**config.mk**
```make
export PLATFORM = sky130hd
export DESIGN_NAME = lru_lookup_cache
export DESIGN_NICKNAME = d
export VERILOG_FILES = /design/src/rtl/core/lrc_pkg.sv /design/src/rtl/core/lrc_cell.sv /design/src/rtl/core/lru_lookup_cache.sv
export SDC_FILE = /design/constraint.sdc
export NUM_CORES = 2
export LEC_CHECK = 0
export BUFFER_PORTS_ARGS = -buffer_cell sky130_fd_sc_hd__buf_2
export CAP_MARGIN = 20
export CORE_MARGIN = 5
export CORE_UTILIZATION = 55
export DETAILED_ROUTE_END_ITERATION = 7
export PLACE_DENSITY_LB_ADDON = 0.1
export SKIP_LAST_GASP = 1
export SLEW_MARGIN = 10
export SYNTH_ARGS = -nofsm -noshare
export SYNTH_HDL_FRONTEND = slang
export SYNTH_HIERARCHICAL = 1
export SYNTH_SLANG_ARGS = --single-unit
```
**constraint.sdc**
```tcl
create_clock -name clk -period 23.6 [get_ports clk]
set_input_delay 1.18 -clock clk [delete_from_list [all_inputs] [get_ports clk]]
set_output_delay 1.18 -clock clk [all_outputs]
set_load 0.01 [all_outputs]
```
**src/rtl/core/lrc_pkg.sv**
```systemverilog
// Package with the sizes, codes and shared types of the LRU lookup cache.
package lrc_pkg;

  // Sizes of the cache.
  localparam int ENTRIES    = 16;
  localparam int KEY_BITS   = 64;
  localparam int KEY_PORT_W = 64;
  localparam int VALUE_W    = 32;
  localparam int STAMP_W    = 32;
  localparam int IDX_W      = (ENTRIES > 1) ? $clog2(ENTRIES) : 1;

  // Starting bound of the victim search.
  localparam logic [STAMP_W-1:0] STAMP_CEILING = '1;

  // Request codes; the fourth code is unused and leaves the state alone.
  typedef enum logic [1:0] {
    REQ_LOOKUP     = 2'd0,
    REQ_INSERT     = 2'd1,
    REQ_INVALIDATE = 2'd2
  } req_kind_t;

  // Request held for the whole scan and seen by every cell.
  typedef struct packed {
    req_kind_t           kind;
    logic [KEY_BITS-1:0] key;
    logic [VALUE_W-1:0]  value;
  } req_t;

  // Scan token handed from cell to cell.
  typedef struct packed {
    logic                active;
    logic                hit;
    logic [VALUE_W-1:0]  value;
    logic [IDX_W-1:0]    match_idx;
    logic                free;
    logic [IDX_W-1:0]    victim;
    logic [STAMP_W-1:0]  lowest;
  } scan_t;

  // Update broadcast to the cells when a request commits.
  typedef struct packed {
    logic                wr;
    logic                restamp;
    logic                clear;
    logic [IDX_W-1:0]    idx;
    logic [KEY_BITS-1:0] key;
    logic [VALUE_W-1:0]  value;
    logic [STAMP_W-1:0]  stamp;
  } cmd_t;

endpackage

```
**src/rtl/core/lrc_cell.sv**
```systemverilog
// One cache entry with its slice of the lookup and victim scan.
module lrc_cell (
  input  logic                      clk,
  input  logic                      rst,
  input  logic [lrc_pkg::IDX_W-1:0] cell_idx,
  input  lrc_pkg::req_t             req,
  input  lrc_pkg::cmd_t             cmd,
  input  lrc_pkg::scan_t            carry_in,
  output lrc_pkg::scan_t            carry_out,
  output logic                      valid
);
  import lrc_pkg::*;

  logic [KEY_BITS-1:0] key;
  logic [VALUE_W-1:0]  data;
  logic [STAMP_W-1:0]  stamp;
  scan_t               scan_next;

  // Fold this entry into the token passing through.
  always_comb begin
    scan_next = carry_in;
    case (req.kind)
      REQ_LOOKUP: begin
        if (!carry_in.hit && valid && (key == req.key)) begin
          scan_next.hit       = 1'b1;
          scan_next.value     = data;
          scan_next.match_idx = cell_idx;
        end
      end
      REQ_INSERT: begin
        if (!carry_in.free) begin
          if (!valid) begin
            scan_next.free   = 1'b1;
            scan_next.victim = cell_idx;
          end else if (stamp < carry_in.lowest) begin
            scan_next.victim = cell_idx;
            scan_next.lowest = stamp;
          end
        end
      end
      default: begin
        scan_next = carry_in;
      end
    endcase
  end

  // Link register toward the next cell.
  always_ff @(posedge clk) begin
    if (rst) begin
      carry_out.active <= 1'b0;
    end else begin
      carry_out <= scan_next;
    end
  end

  // Valid bit.
  always_ff @(posedge clk) begin
    if (rst) begin
      valid <= 1'b0;
    end else if (cmd.clear) begin
      valid <= 1'b0;
    end else if (cmd.wr && (cmd.idx == cell_idx)) begin
      valid <= 1'b1;
    end
  end

  // Entry payload.
  always_ff @(posedge clk) begin
    if (cmd.wr && (cmd.idx == cell_idx)) begin
      key   <= cmd.key;
      data  <= cmd.value;
      stamp <= cmd.stamp;
    end else if (cmd.restamp && (cmd.idx == cell_idx)) begin
      stamp <= cmd.stamp;
    end
  end

endmodule

```
**src/rtl/core/lru_lookup_cache.sv**
```systemverilog
// Top level of the fully associative LRU lookup cache.
//
// Each request (lookup, insert or invalidate) is handled alone: a scan token
// walks the row of ENTRIES cells, one cell per cycle, collecting the first
// matching entry and the replacement victim, and the request then commits
// once the output register can take its result. No new request is taken
// before that commit. Every request gives exactly one result; a finished
// result waits in the output register while the next request is taken.
module lru_lookup_cache (
  input  logic         clk,
  input  logic         rst,
  input  logic         s_tvalid,
  output logic         s_tready,
  input  logic [95:0]  s_tdata,   // lookup_key [63:0], entry_value [95:64]
  input  logic [1:0]   s_tuser,   // req_type [1:0]
  output logic         m_tvalid,
  input  logic         m_tready,
  output logic [31:0]  m_tdata,   // found_value [31:0]
  output logic         m_tuser    // hit [0]
);
  import lrc_pkg::*;

  typedef enum logic [2:0] {
    ST_IDLE   = 3'b001,
    ST_SCAN   = 3'b010,
    ST_COMMIT = 3'b100
  } state_t;

  state_t              state;
  state_t              state_next;
  req_t                req;
  logic                start;
  scan_t               head;
  scan_t               link [ENTRIES];
  scan_t               fin;
  cmd_t                cmd;
  logic [ENTRIES-1:0]  valid_vec;
  logic [ENTRIES-1:0]  link_active;
  logic [STAMP_W-1:0]  use_clock;
  logic [STAMP_W-1:0]  use_clock_next;
  logic                accept;
  logic                commit;
  logic                out_hit;
  logic [VALUE_W-1:0]  out_value;

  assign s_tready = (state == ST_IDLE);
  assign accept   = s_tvalid && s_tready;
  assign commit   = (state == ST_COMMIT) && (!m_tvalid || m_tready);

  // Capture the request on its transfer.
  always_ff @(posedge clk) begin
    if (accept) begin
      req.kind  <= req_kind_t'(s_tuser);
      req.key   <= s_tdata[KEY_BITS-1:0];
      req.value <= s_tdata[KEY_PORT_W +: VALUE_W];
    end
  end

  always_ff @(posedge clk) begin
    if (rst) begin
      start <= 1'b0;
    end else begin
      start <= accept;
    end
  end

  // Fresh token entering the first cell.
  always_comb begin
    head.active    = start;
    head.hit       = 1'b0;
    head.value     = '0;
    head.match_idx = '0;
    head.free      = 1'b0;
    head.victim    = '0;
    head.lowest    = STAMP_CEILING;
  end

  // Row of cells.
  for (genvar i = 0; i < ENTRIES; i++) begin : g_cell
    lrc_cell u_cell (
      .clk       (clk),
      .rst       (rst),
      .cell_idx  (IDX_W'(i)),
      .req       (req),
      .cmd       (cmd),
      .carry_in  ((i == 0) ? head : link[(i == 0) ? 0 : i - 1]),
      .carry_out (link[i]),
      .valid     (valid_vec[i])
    );
    assign link_active[i] = link[i].active;
  end

  // Hold the token as it leaves the last cell.
  always_ff @(posedge clk) begin
    if ((state == ST_SCAN) && link[ENTRIES-1].active) begin
      fin <= link[ENTRIES-1];
    end
  end

  // Sequencer.
  always_comb begin
    state_next = state;
    case (state)
      ST_IDLE: begin
        if (accept) begin
          state_next = ST_SCAN;
        end
      end
      ST_SCAN: begin
        if (link[ENTRIES-1].active) begin
          state_next = ST_COMMIT;
        end
      end
      ST_COMMIT: begin
        if (commit) begin
          state_next = ST_IDLE;
        end
      end
      default: begin
        state_next = ST_IDLE;
      end
    endcase
  end

  always_ff @(posedge clk) begin
    if (rst) begin
      state <= ST_IDLE;
    end else begin
      state <= state_next;
    end
  end

  // Commit: write, restamp or clear, and advance or reset the use clock.
  always_comb begin
    cmd.wr         = 1'b0;
    cmd.restamp    = 1'b0;
    cmd.clear      = 1'b0;
    cmd.idx        = fin.victim;
    cmd.key        = req.key;
    cmd.value      = req.value;
    cmd.stamp      = use_clock + STAMP_W'(1);
    use_clock_next = use_clock;
    if (commit) begin
      case (req.kind)
        REQ_LOOKUP: begin
          if (fin.hit) begin
            cmd.restamp    = 1'b1;
            cmd.idx        = fin.match_idx;
            use_clock_next = use_clock + STAMP_W'(1);
          end
        end
        REQ_INSERT: begin
          if (req.value != '0) begin
            cmd.wr         = 1'b1;
            use_clock_next = use_clock + STAMP_W'(1);
          end
        end
        REQ_INVALIDATE: begin
          cmd.clear      = 1'b1;
          use_clock_next = '0;
        end
        default: begin
          use_clock_next = use_clock;
        end
      endcase
    end
  end

  always_ff @(posedge clk) begin
    if (rst) begin
      use_clock <= '0;
    end else begin
      use_clock <= use_clock_next;
    end
  end

  // Output register.
  always_ff @(posedge clk) begin
    if (rst) begin
      m_tvalid <= 1'b0;
    end else if (commit) begin
      m_tvalid <= 1'b1;
    end else if (m_tready) begin
      m_tvalid <= 1'b0;
    end
  end

  always_ff @(posedge clk) begin
    if (commit) begin
      out_hit   <= (req.kind == REQ_LOOKUP) && fin.hit;
      out_value <= ((req.kind == REQ_LOOKUP) && fin.hit) ? fin.value : '0;
    end
  end

  assign m_tdata = out_value;
  assign m_tuser = out_hit;

  // At most one scan token is in flight.
  a_one_token: assert property (@(posedge clk) disable iff (rst)
    $onehot0({start, link_active}))
    else $error("more than one scan token in the cell chain");

  // No request is taken while a token still walks the chain.
  a_idle_chain: assert property (@(posedge clk) disable iff (rst)
    s_tready |-> (link_active == '0))
    else $error("request taken while the chain is busy");

  // An invalidate resets the use clock.
  a_clear_clock: assert property (@(posedge clk) disable iff (rst)
    cmd.clear |=> (use_clock == '0))
    else $error("use clock not cleared by invalidate");

  // An insert leaves its entry valid.
  a_insert_valid: assert property (@(posedge clk) disable iff (rst)
    cmd.wr |=> valid_vec[$past(cmd.idx)])
    else $error("inserted entry is not valid");

  // Every commit presents a result.
  a_commit_result: assert property (@(posedge clk) disable iff (rst)
    commit |=> m_tvalid)
    else $error("commit without a result");

endmodule

```
== Word level (Yosys, flattened, before mapping) ==
Cells that the tools add are included.

* Register bits after elaboration: 3440
* Bits of input ports: 102
* Output and inout port bits: 35
* Logic and storage cells: 526

* $add $sub $neg: 1
* Magnitude comparators: 16
* Eq/ne operators: 41
* Muxes and demuxes: 170
* Reduce and logical (&&, ||, !) cells: 111

{| class="wikitable"
|+ Operators with widths
! operator !! count
|-
| $mux W37 || 59
|-
| $mux W32 || 49
|-
| $eq A64 B64 Y1 || 16
|-
| $mux W36 || 17
|-
| $lt A32 B32 Y1 || 15
|-
| $pmux W32 S3 || 1
|-
| $mux W4 || 17
|-
| $logic_and A1 B1 Y1 || 67
|-
| $reduce_bool A2 Y1 || 17
|-
| $add A32 B1 Y32 const B || 1
|-
| $eq A4 B4 Y1 const B || 8
|-
| $lt A32 B32 Y1 const B || 1
|-
| $reduce_bool A32 Y1 || 1
|-
| $mux W1 || 22
|-
| $eq A4 B3 Y1 const B || 4
|-
| $logic_not A1 Y1 || 16
|-
| $mux W3 || 3
|-
| $pmux W3 S3 || 1
|-
| $eq A4 B2 Y1 const B || 2
|-
| $mux W7 || 1
|-
| $ne A2 B2 Y1 const B || 3
|-
| $reduce_and A3 Y1 || 2
|-
| $eq A4 B1 Y1 const B || 1
|-
| $logic_not A4 Y1 || 1
|-
| 12 further kinds || 14
|}

== Longest topological paths before layout ==
* Depth in word-level cells: 8
* Mapped depth: 10
* Gate-level depth less buffers: 10

== Modules after synthesis ==
The synthesis kept the hierarchy.

{| class="wikitable"
|+ By module, submodules not included
! module !! times used !! cells each !! area an instance (um^2) !! seq. area each (um^2)
|-
| lrc_cell (g_cell[2].u_cell ...) || 8 || 499 || 8579.5 || 6105.9
|-
| lrc_cell (g_cell[0].u_cell ...) || 8 || 496 || 8578.2 || 6105.9
|-
| lru_lookup_cache || 1 || 522 || 7928.9 || 5905.7
|}

== Worst setup path before layout ==
Ideal clock, no wire load.

* Kind: in2reg
* Start: input s_tvalid
* End: register, netlist name cmd[100]
* Library setup time: 0.675 ns
* Data arrival time: 7.857 ns
* Data required time: 22.925 ns
* Slack: 15.069 ns
* Stages on the path: 2
* Buffers on the path: 0
* Cells stage by stage: inv_1 nor3_1

* Word-level cells in the longest chain between the ends: 1

{| class="wikitable"
|+ Ends and longest elaborated chain
! what !! RTL line !! RTL
|-
| start: declaration || lru_lookup_cache.sv:12 || <nowiki>input logic s_tvalid,</nowiki>
|-
| $logic_and A1 B1 Y1 || lru_lookup_cache.sv:47 || <nowiki>assign accept = s_tvalid && s_tready;</nowiki>
|-
| net accept || lru_lookup_cache.sv:41 || <nowiki>logic accept;</nowiki>
|}

The timed path passes the listed nets, and every way through them passes these cells.
A chain may end at the register's enable or synchronous reset.

==> results.sh <==
export IMPL_post_cts_buffers=0
export IMPL_cts_sinks=3440
export IMPL_crit_type="reg -> reg"
export IMPL_multi_input_area_um2=39730
export IMPL_worst_slew_pin_slew_ps=1158
export IMPL_dieHeight_um=521.3
export IMPL_min_period_ps=4531
export IMPL_via_per_inst=5.580
export IMPL_max_freq_mhz=220.7
export IMPL_dieArea_um2=271800
export IMPL_root_buffer="clkbuf_16"
export IMPL_timing_final_ws_setup_ps=19070
export IMPL_hold_violations=0
export IMPL_slew_viol_final=0
export IMPL_cts_buffers_inserted=363
export IMPL_final_cell_mix="edfxtp_1 (3371), mux2_2 (1076), xnor2_1 (544), xor2_1 (544), inv_1 (520)"
export IMPL_layout_cells_non_filler=13060
export IMPL_num_rows=187
export IMPL_h_tree_depth=5
export IMPL_wl_per_cell_um=24.39
export IMPL_status="complete, no violations"
export IMPL_start_util_pct=55.32
export IMPL_endpoint_kind="flop"
export IMPL_drive_above_1_share_pct=21.05
export IMPL_cts_resized_gates=0
export IMPL_synth_warnings=6
export IMPL_gr_total_overflow=0
export IMPL_pre_cts_slack_ps=18390
export IMPL_antenna_found_initial=8
export IMPL_setup_viol=0
export IMPL_maxCapViolCount=0
export IMPL_final_common_cell="edfxtp_1"
export IMPL_clk_pin_slew_ps=60
export IMPL_cts_hold_buf=0
export IMPL_drt_total_wl_mm=318.6
export IMPL_core_um2=259900
export IMPL_worst_slew_margin_rel_pct=22.45
export IMPL_grt_pass1_wl_mm=476.7
export IMPL_num_nets_final=9901
export IMPL_setup_tns_ps=0
export IMPL_cts_tree="built"
export IMPL_grtUsageTotal_pct=23.32
export IMPL_portBuffers=136
export IMPL_insertion_delay_ps=970
export IMPL_final_setup_skew_ps=78.13
export IMPL_drt_iter0_markers=5020
export IMPL_timing_final_crit_share_pct=19.20
export IMPL_place_congestion=0.8202
export IMPL_grt_pass1_vias=75670
export IMPL_crit_arrival_ps=5120
export IMPL_vias=72900
export IMPL_power_density_nw_per_um2=83.00
export IMPL_cp_required_ps=24190
export IMPL_ctsLongestPathBuffers=4
export IMPL_num_fill_cells=18650
export IMPL_avgSynthCellArea_um2=17.10
export IMPL_ant_nets=0
export IMPL_syn_inst=8412
export IMPL_grt_max_degree=99
export IMPL_p_leak_nw=56.08
export IMPL_netlist_area_um2=143800
export IMPL_regArea_um2=102600
export IMPL_dr_pass1_iters=8
export IMPL_area_delta_synth_final_pct=12.79
export IMPL_drc=0
export IMPL_hp_class="in -> reg"
export IMPL_crit_path_max_fanout=70
export IMPL_dp_cells=12430
export IMPL_dp_hpwl_mm=202.3
export IMPL_worst_setup_path_start_kind="flop"
export IMPL_final_core_util_pct=62.40
export IMPL_rsz0062_at_grt="no"
export IMPL_vdd_drop_max_v=0.00008948
export IMPL_io_pins=137
export IMPL_dieWidth_um=521.3
-- routing by layer --
metal / wire [um] / track usage, % / part of all wire, %
met5: 0 / 0 / 0
met4: 7809 / 6.126 / 2.5
met3: 12950 / 2.890 / 4.1
met1: 134700 / 30.84 / 42
met2: 163100 / 41.12 / 51
-- worst max-delay path: stages, from the launching register on --
cell,delay (ps)
edfxtp_1,560
nor3b_2,230
buf_4,310
nand2_1,220
mux2_2,610
xor2_1,130
nor4_1,600
and2_4,610
buf_4,770
-- final timing paths --
kind                              startpoint                        to  slack, ps  depth (start not counted)
max                                  req[97]  g_cell[6].u_cell/key[32]      19070                          8
min reg2reg  g_cell[15].u_cell/carry_out[33]                   fin[33]        420                          0
max reg2reg                          req[97]  g_cell[6].u_cell/key[32]      19070                          8
min                              s_tdata[16]                   cmd[80]        380                          1
-- cell type report --
| type | count | area share (%) |
|---|---|---|
| Inverter | 545 | 1.277 |
| Tap cell | 3496 | 2.697 |
| Clock inverter | 190 | 1.017 |
| Clock buffer | 439 | 5.842 |
| Sequential cell | 3440 | 63.26 |
| Timing Repair Buffer | 343 | 1.409 |
| Antenna cell | 2 | 0.003086 |
| Multi-Input combinational cell | 4609 | 24.49 |
-- flip-flops by register name, summed over array words and instances (netlist names), 2 cells and up --
| signal | count |
|---|---|
| cmd | 96 |
| fin | 41 |
| g_cell.u_cell/carry_out | 1167 |
| g_cell.u_cell/data | 512 |
| g_cell.u_cell/key | 1024 |
| g_cell.u_cell/stamp | 512 |
| g_cell.u_cell/valid | 16 |
| m_tdata | 32 |
| req | 2 |
| state | 3 |
| use_clock | 32 |
-- metrics by stage --
step / cell area (um^2) / hold slack, ps / power, mW
after detailed placement: 151000 / 408.4 / 8.215
final: 162200 / 382.8 / 13.46
after global routing: 162200 / 334.1 / 13.95
after global placement: 151000 / 405.6 / 8.178
after floorplan: 144900 / 400.3 / 7.805
after CTS: 162100 / 306.3 / 13.60
-- report_power, final --
group	internal [mW]	total, mW	switching (mW)
clock	3.14	5.38	2.24
sequential	6.98	7.09	0.111
combinational	0.346	0.986	0.641
total	10.5	13.5	2.99
(Power assumes the default switching activity.)
